### config.mk
export PLATFORM = sky130hd
export DESIGN_NAME = url_percent_decoder
export DESIGN_NICKNAME = d
export VERILOG_FILES = /design/src/rtl/core/upd_pkg.sv /design/src/rtl/core/upd_front.sv /design/src/rtl/core/upd_queue.sv /design/src/rtl/core/upd_back.sv /design/src/rtl/core/url_percent_decoder.sv
export SDC_FILE = /design/constraint.sdc
export NUM_CORES = 1
export LEC_CHECK = 0
export BUFFER_PORTS_ARGS = -buffer_cell sky130_fd_sc_hd__buf_2
export CORE_MARGIN = 4
export CORE_UTILIZATION = 64
export CTS_BUF_LIST = sky130_fd_sc_hd__clkbuf_4 sky130_fd_sc_hd__clkbuf_8
export DETAILED_ROUTE_END_ITERATION = 8
export PLACE_DENSITY = 0.92
export SKIP_LAST_GASP = 1
export SLEW_MARGIN = 10
export SYNTH_ARGS = -nofsm -noshare
export SYNTH_HDL_FRONTEND = slang
export SYNTH_HIERARCHICAL = 1
export SYNTH_SLANG_ARGS = --single-unit
### constraint.sdc
create_clock -name clk -period 3.4 [get_ports clk]
set_input_delay 0.34 -clock clk [delete_from_list [all_inputs] [get_ports clk]]
set_output_delay 0.34 -clock clk [all_outputs]
set_load 0.03 [all_outputs]
### src/rtl/core/upd_pkg.sv
// Package for the URL percent decoder: types, constants and hex helpers.
// No dependencies; used by every module of the decoder.
package upd_pkg;

    localparam logic [7:0] UPD_PCT_CHAR    = 8'h25;
    localparam int         UPD_MAX_RESULTS = 3;
    localparam int         UPD_QUEUE_DEPTH = 4;

    // Escape progress of the front end
    typedef enum logic [1:0] {
        PH_IDLE,
        PH_PCT,
        PH_DIGIT
    } upd_phase_t;

    // Up to three output bytes caused by one input item
    typedef struct packed {
        logic [1:0]                        cnt;
        logic [UPD_MAX_RESULTS-1:0][7:0]   chars;
        logic                              last;
    } upd_bundle_t;

    function automatic logic hex_ok(input logic [7:0] c);
        hex_ok = (c inside {[8'h30:8'h39], [8'h41:8'h46], [8'h61:8'h66]});
    endfunction

    function automatic logic [3:0] hex_nib(input logic [7:0] c);
        logic [7:0] v;
        v = 8'h00;
        if (c inside {[8'h30:8'h39]})
        begin
            v = c - 8'h30;
        end
        else if (c inside {[8'h41:8'h46]})
        begin
            v = c - 8'h37;
        end
        else if (c inside {[8'h61:8'h66]})
        begin
            v = c - 8'h57;
        end
        hex_nib = v[3:0];
    endfunction

endpackage

### src/rtl/core/upd_front.sv
// Front end of the URL percent decoder: accepts bytes, tracks escapes,
// and builds one bundle of output bytes per item. Depends on upd_pkg.
module upd_front (
    input  logic               clk,
    input  logic               rst_n,
    input  logic               in_valid,
    input  logic               in_stall,
    input  logic [7:0]         in_char,
    input  logic               in_last,
    output logic               push,
    output upd_pkg::upd_bundle_t push_data
);
    import upd_pkg::*;

    upd_phase_t  phase_reg, phase_next;
    logic [7:0]  held_reg, held_next;
    logic        accept;
    logic        c_hex;
    logic        c_pct;
    upd_bundle_t b;

    assign accept = in_valid && !in_stall;
    assign c_hex  = hex_ok(in_char);
    assign c_pct  = (in_char == UPD_PCT_CHAR) && !in_last;

    // Next escape phase and held digit
    always_comb
    begin
        phase_next = phase_reg;
        held_next  = held_reg;
        case (phase_reg)
            PH_PCT:
            begin
                if (c_hex && !in_last)
                begin
                    held_next  = in_char;
                    phase_next = PH_DIGIT;
                end
                else if (c_hex)
                begin
                    phase_next = PH_IDLE;
                end
                else
                begin
                    phase_next = c_pct ? PH_PCT : PH_IDLE;
                end
            end
            PH_DIGIT:
            begin
                if (c_hex)
                begin
                    phase_next = PH_IDLE;
                end
                else
                begin
                    phase_next = c_pct ? PH_PCT : PH_IDLE;
                end
            end
            default:
            begin
                phase_next = c_pct ? PH_PCT : PH_IDLE;
            end
        endcase
    end

    // Build the bundle of output bytes for this item
    always_comb
    begin
        b       = '0;
        b.last  = in_last;
        case (phase_reg)
            PH_PCT:
            begin
                if (c_hex)
                begin
                    if (in_last)
                    begin
                        b.chars[0] = UPD_PCT_CHAR;
                        b.chars[1] = in_char;
                        b.cnt      = 2'd2;
                    end
                end
                else if (c_pct)
                begin
                    b.chars[0] = UPD_PCT_CHAR;
                    b.cnt      = 2'd1;
                    b.last     = 1'b0;
                end
                else
                begin
                    b.chars[0] = UPD_PCT_CHAR;
                    b.chars[1] = in_char;
                    b.cnt      = 2'd2;
                end
            end
            PH_DIGIT:
            begin
                if (c_hex)
                begin
                    b.chars[0] = {hex_nib(held_reg), hex_nib(in_char)};
                    b.cnt      = 2'd1;
                end
                else if (c_pct)
                begin
                    b.chars[0] = UPD_PCT_CHAR;
                    b.chars[1] = held_reg;
                    b.cnt      = 2'd2;
                    b.last     = 1'b0;
                end
                else
                begin
                    b.chars[0] = UPD_PCT_CHAR;
                    b.chars[1] = held_reg;
                    b.chars[2] = in_char;
                    b.cnt      = 2'd3;
                end
            end
            default:
            begin
                if (!c_pct)
                begin
                    b.chars[0] = in_char;
                    b.cnt      = 2'd1;
                end
            end
        endcase
    end

    // Advance the escape state on each accepted item
    always_ff @(posedge clk or negedge rst_n)
    begin
        if (!rst_n)
        begin
            phase_reg <= PH_IDLE;
            held_reg  <= 8'h00;
        end
        else if (accept)
        begin
            phase_reg <= phase_next;
            held_reg  <= held_next;
        end
    end

    // Drop bundles that carry no byte
    assign push      = accept && (b.cnt != 2'd0);
    assign push_data = b;

endmodule

### src/rtl/core/upd_queue.sv
// Short bundle queue between front and back ends of the decoder.
// Depends on upd_pkg for the bundle type.
module upd_queue #(
    parameter int DEPTH = upd_pkg::UPD_QUEUE_DEPTH
) (
    input  logic                 clk,
    input  logic                 rst_n,
    input  logic                 push,
    input  upd_pkg::upd_bundle_t push_data,
    input  logic                 pop,
    output logic                 full,
    output logic                 head_valid,
    output upd_pkg::upd_bundle_t head_data
);
    import upd_pkg::*;

    localparam int PW = (DEPTH > 1) ? $clog2(DEPTH) : 1;
    localparam int CW = $clog2(DEPTH + 1);
    localparam logic [PW-1:0] LAST_PTR = PW'(DEPTH - 1);
    localparam logic [CW-1:0] FULL_CNT = CW'(DEPTH);

    upd_bundle_t   slots [DEPTH];
    logic [PW-1:0] wr_ptr_reg, wr_ptr_next;
    logic [PW-1:0] rd_ptr_reg, rd_ptr_next;
    logic [CW-1:0] cnt_reg, cnt_next;

    assign full       = (cnt_reg == FULL_CNT);
    assign head_valid = (cnt_reg != '0);
    assign head_data  = slots[rd_ptr_reg];

    // Pointer and fill count updates
    always_comb
    begin
        wr_ptr_next = wr_ptr_reg;
        rd_ptr_next = rd_ptr_reg;
        cnt_next    = cnt_reg;
        if (push)
        begin
            wr_ptr_next = (wr_ptr_reg == LAST_PTR) ? '0 : wr_ptr_reg + 1'b1;
        end
        if (pop)
        begin
            rd_ptr_next = (rd_ptr_reg == LAST_PTR) ? '0 : rd_ptr_reg + 1'b1;
        end
        if (push && !pop)
        begin
            cnt_next = cnt_reg + 1'b1;
        end
        else if (pop && !push)
        begin
            cnt_next = cnt_reg - 1'b1;
        end
    end

    always_ff @(posedge clk or negedge rst_n)
    begin
        if (!rst_n)
        begin
            wr_ptr_reg <= '0;
            rd_ptr_reg <= '0;
            cnt_reg    <= '0;
        end
        else
        begin
            wr_ptr_reg <= wr_ptr_next;
            rd_ptr_reg <= rd_ptr_next;
            cnt_reg    <= cnt_next;
        end
    end

    // Store pushed bundles
    always_ff @(posedge clk)
    begin
        if (push)
        begin
            slots[wr_ptr_reg] <= push_data;
        end
    end

endmodule

### src/rtl/core/upd_back.sv
// Back end of the URL percent decoder: unpacks bundles into output items
// through a registered output stage. Depends on upd_pkg.
module upd_back (
    input  logic                 clk,
    input  logic                 rst_n,
    input  logic                 head_valid,
    input  upd_pkg::upd_bundle_t head_data,
    output logic                 pop,
    output logic                 out_valid,
    input  logic                 out_stall,
    output logic [7:0]           out_char,
    output logic                 out_last
);
    import upd_pkg::*;

    logic [1:0] idx_reg, idx_next;
    logic       out_valid_reg, out_valid_next;
    logic [7:0] out_char_reg;
    logic       out_last_reg;
    logic       load;
    logic       at_end;

    // Load a byte when the output register is free or being taken
    assign load   = head_valid && (!out_valid_reg || !out_stall);
    assign at_end = (idx_reg == head_data.cnt - 2'd1);
    assign pop    = load && at_end;

    always_comb
    begin
        idx_next       = idx_reg;
        out_valid_next = out_valid_reg;
        if (load)
        begin
            idx_next       = at_end ? 2'd0 : idx_reg + 2'd1;
            out_valid_next = 1'b1;
        end
        else if (!out_stall)
        begin
            out_valid_next = 1'b0;
        end
    end

    always_ff @(posedge clk or negedge rst_n)
    begin
        if (!rst_n)
        begin
            idx_reg       <= 2'd0;
            out_valid_reg <= 1'b0;
        end
        else
        begin
            idx_reg       <= idx_next;
            out_valid_reg <= out_valid_next;
        end
    end

    // Hold output payload while stalled
    always_ff @(posedge clk)
    begin
        if (load)
        begin
            out_char_reg <= head_data.chars[idx_reg];
            out_last_reg <= head_data.last && at_end;
        end
    end

    assign out_valid = out_valid_reg;
    assign out_char  = out_char_reg;
    assign out_last  = out_last_reg;

endmodule

### src/rtl/core/url_percent_decoder.sv
// Channel | direction | handshake             | payload
// in      | input     | in_valid / in_stall   | in_char[7:0], in_last
// out     | output    | out_valid / out_stall | out_char[7:0], out_last
//
// Takes one byte per cycle while the queue is not full; a byte that yields one
// output item flows at one item per cycle while out_stall is low. A byte that
// breaks an escape yields one to three items; the bundle queue absorbs bursts.
// Input stalls only when the queue is full.
// Reset is asynchronous, active low, and clears escape state and the queue.
//
// Top level of the URL percent decoder: front end, bundle queue, back end.
// Depends on upd_pkg, upd_front, upd_queue and upd_back.
module url_percent_decoder #(
    parameter int QUEUE_DEPTH = upd_pkg::UPD_QUEUE_DEPTH
) (
    input  logic       clk,
    input  logic       rst_n,
    input  logic       in_valid,
    output logic       in_stall,
    input  logic [7:0] in_char,
    input  logic       in_last,
    output logic       out_valid,
    input  logic       out_stall,
    output logic [7:0] out_char,
    output logic       out_last
);
    import upd_pkg::*;

    logic        push;
    upd_bundle_t push_data;
    logic        pop;
    logic        full;
    logic        head_valid;
    upd_bundle_t head_data;

    assign in_stall = full;

    upd_front u_front (
        .clk       (clk),
        .rst_n     (rst_n),
        .in_valid  (in_valid),
        .in_stall  (in_stall),
        .in_char   (in_char),
        .in_last   (in_last),
        .push      (push),
        .push_data (push_data)
    );

    upd_queue #(
        .DEPTH (QUEUE_DEPTH)
    ) u_queue (
        .clk        (clk),
        .rst_n      (rst_n),
        .push       (push),
        .push_data  (push_data),
        .pop        (pop),
        .full       (full),
        .head_valid (head_valid),
        .head_data  (head_data)
    );

    upd_back u_back (
        .clk        (clk),
        .rst_n      (rst_n),
        .head_valid (head_valid),
        .head_data  (head_data),
        .pop        (pop),
        .out_valid  (out_valid),
        .out_stall  (out_stall),
        .out_char   (out_char),
        .out_last   (out_last)
    );

endmodule

==> results.sh <==
export IMPL_critPathTopFamily="multiplexers"
export IMPL_groute_usage_overall=0.242
export IMPL_swShare=0.315
export IMPL_async_reset_ff_frac=0.146
export IMPL_finalCriticalPeriod_ns=3.02
export IMPL_wl_per_cell_um=22.4
export IMPL_setup_tns_ns=0
export IMPL_drc=0
export IMPL_die_h_um=106
export IMPL_vias_per_cell=6.38
export IMPL_r2r_start="u_queue/rd_ptr_reg[0]"
export IMPL_finClkSkew_ns=0.0136
export IMPL_path_clk_slew_ns=0.08
export IMPL_critPathMaxFanout=3
export IMPL_total_power_w=0.00530
export IMPL_syn_area_um2=6210
export IMPL_clockRootBuffer="clkbuf_8"
export IMPL_hold_violations=0
export IMPL_ys_ff_latch=137
export IMPL_netlist_area_leader_share=0.566
export IMPL_synthCells=372
export IMPL_hp_start="out_stall"
export IMPL_hold_depth=2
export IMPL_hold_slack_ns=0.149
export IMPL_cts_sinks=137
export IMPL_antenna_found_initial=0
export IMPL_yosys_warnings=6
export IMPL_grt_max_degree=29
export IMPL_slowest_stage="mux4_2"
export IMPL_coreArea_um2=9330
export IMPL_crit_buf_inv=2
export IMPL_rows=35
export IMPL_synth_flop_cell="edfxtp_1"
export IMPL_dp_hpwl_um=8430
export IMPL_drive_gt1_frac=0.275
export IMPL_die_w_um=106
export IMPL_final_cell_mix="117 x edfxtp_1, 26 x mux4_2, 23 x buf_2"
export IMPL_antenna_left=0
export IMPL_p_leak_nw=2.51
export IMPL_largest_reg_flops=108
export IMPL_grt_ovfl_total=0
export IMPL_p_clk_frac=0.244
export IMPL_via_count=3540
export IMPL_status="complete, no violations"
export IMPL_slew_headroom=0.456
export IMPL_p_int_w=0.00363
export IMPL_routabilityCongestion=0.957
export IMPL_postCtsSetupBuffers=0
export IMPL_post_route_period_util=0.889
export IMPL_ios=24
export IMPL_switchingPower_w=0.00167
export IMPL_slew_violations=0
export IMPL_arrival_ns=3.35
export IMPL_rrSetupSlack_ns=0.38
export IMPL_layout_commonest_cell="edfxtp_1"
export IMPL_dp_cells=522
export IMPL_path_common_cell="inv_1"
export IMPL_synth_top_area_cell="edfxtp_1"
export IMPL_grt_pass1_wl_um=20200
export IMPL_synth_area_per_cell_um2=16.7
export IMPL_r2r_end="u_queue/cnt_reg[1]"
export IMPL_critPathRequiredTime_ns=3.73
export IMPL_worst_pin_slew_ns=0.811
export IMPL_wl_um=12400
export IMPL_worst_r2r_cell_count=9
export IMPL_synth_edf_count=117
export IMPL_synth_net_count=401
export IMPL_cellPowerDensity_nw_per_um2=766
export IMPL_ir_drop_mv=0.505
export IMPL_path_class="reg2reg"
export IMPL_holdPathEnd="u_back/out_valid"
export IMPL_diodes=0
export IMPL_final_cells=555
export IMPL_drtPass1Iterations=8
export IMPL_grt_pass1_vias=3665
export IMPL_cts_tree="done"
export IMPL_end_kind="register"
export IMPL_startpoint_type="register"
export IMPL_clockBufferDepth=2
export IMPL_initial_core_util=0.665
export IMPL_synthDistinctLibCells=70
export IMPL_grt_setup_unrepaired="false"
export IMPL_cts_buffers=17
export IMPL_cpPeakStageDelay_ns=0.55
export IMPL_hp_class="in2reg"
export IMPL_final_net_count=442
export IMPL_clk_latency_ns=0.44
export IMPL_path_cells="mux4_2 -> xor2_1 -> or3_1 -> a21boi_1 -> inv_1 -> ha_1 -> inv_1 -> fa_1 -> mux2_2"
export IMPL_design_die_area_um2=11300
export IMPL_fmax_mhz=331
export IMPL_maxCapViolations=0
export IMPL_first_iter_violations=367
export IMPL_p_seq_frac=0.446
export IMPL_yosysSeqAreaShare=0.647
export IMPL_finalSetupViolations=0
export IMPL_power_frac_comb=0.311
export IMPL_cts_htree_levels=4
export IMPL_io_buffers=23
export IMPL_area_growth_pct=11.6
export IMPL_ys_top_cells_by_area="edfxtp_1 57%, mux4_2 9.4%, dfrtp_1 8.1%"
-- metal layers --
layer	global-route usage	wire length [um]	vias to the layer above
met4	0.0840	212	0
met1	0.330	5030	1752
li1	-	-	1567
met3	0.0589	1060	17
met5	0	0	-
met2	0.386	6140	204
-- cell type report --
cell class | instances | area [um^2]
clock buffer | 19 | 249
clock inverter | 13 | 143
fill | 554 | 2400
inverter | 19 | 71.3
multi-input combinational | 200 | 2010
sequential | 137 | 4020
tap | 129 | 161
timing repair buffer | 38 | 280
-- Yosys cell counts (3+ instances only) --
| cell | n |
|---|---|
| edfxtp_1 | 117 |
| mux4_2 | 26 |
| dfrtp_1 | 20 |
| inv_1 | 19 |
| nand2_1 | 18 |
| ha_1 | 15 |
| mux2i_1 | 14 |
| o21ai_0 | 8 |
| o21ai_1 | 7 |
| a21oi_1 | 6 |
| nand3_1 | 6 |
| and2_1 | 5 |
| buf_2 | 5 |
| nor2_1 | 5 |
| a22o_1 | 4 |
| a32o_1 | 4 |
| and3_1 | 4 |
| clkbuf_1 | 4 |
| nor2b_1 | 4 |
| a211oi_1 | 3 |
| a31o_2 | 3 |
| and4_1 | 3 |
| buf_6 | 3 |
| mux2_2 | 3 |
| mux2_4 | 3 |
| nand4_1 | 3 |
| nor3b_1 | 3 |
| o211ai_1 | 3 |
| o22ai_1 | 3 |
| xor2_1 | 3 |
-- worst max-delay path by stage --
stage / startpoint / endpoint / slack [ns] / depth (start not counted)
2_1_floorplan: in_char[1] / u_queue/slots[1][0] / 0.28 / 8
3_3_place_gp: in_char[0] / u_queue/cnt_reg[2] / 0.37 / 13
3_5_place_dp: in_char[1] / u_queue/cnt_reg[2] / 0.28 / 13
4_1_cts: u_queue/rd_ptr_reg[0] / u_queue/cnt_reg[1] / 0.39 / 9
5_1_grt: u_queue/rd_ptr_reg[0] / u_queue/cnt_reg[1] / 0.29 / 9
6_report: u_queue/rd_ptr_reg[0] / u_queue/cnt_reg[1] / 0.38 / 9
-- stage by stage --
step,setup WS [ns],instance area (um^2),util
after floorplan,0.281,6210,-
after global placement,0.367,6530,0.700
after detailed placement,0.277,6530,0.700
after CTS,0.395,6930,0.743
after global routing,0.289,6930,0.743
final,0.377,6930,0.743
-- worst register-to-register path: stages, from the launching register on --
cell and delay [ns]:
dfrtp_2 0.43, mux4_2 0.55, xor2_1 0.20, or3_1 0.33, a21boi_1 0.34, inv_1 0.09
ha_1 0.21, inv_1 0.08, fa_1 0.41, mux2_2 0.27
-- logic make-up (layout without fill, tap and decap cells) --
kind of cell / after synthesis / in the layout / synth area share
xor gates and xnor gates: 4 / 4 / 0.00565
and+or+nand+nor: 71 / 71 / 0.0748
adders and majority gates: 16 / 16 / 0.0335
AOI/OAI and AO/OA: 62 / 62 / 0.0758
muxes: 47 / 47 / 0.134
DFF: 137 / 137 / 0.647
buffers and inverters: 35 / 89 / 0.0296
-- power by group through the flow --
stage,sequential [W],clock (W),combinational (W)
floorplan,0.00248,0,0.00113
global placement,0.00236,0,0.00160
detailed placement,0.00240,0,0.00167
CTS,0.00236,0.00132,0.00167
global route,0.00239,0.00141,0.00180
finish,0.00236,0.00129,0.00165
-- what timing repair did --
action,in CTS,in global routing
setup endpoints to repair,0,0
hold endpoints to repair,20,0
gates resized for setup,0,0
hold buffers,1,0
(Power assumes the default switching activity.)
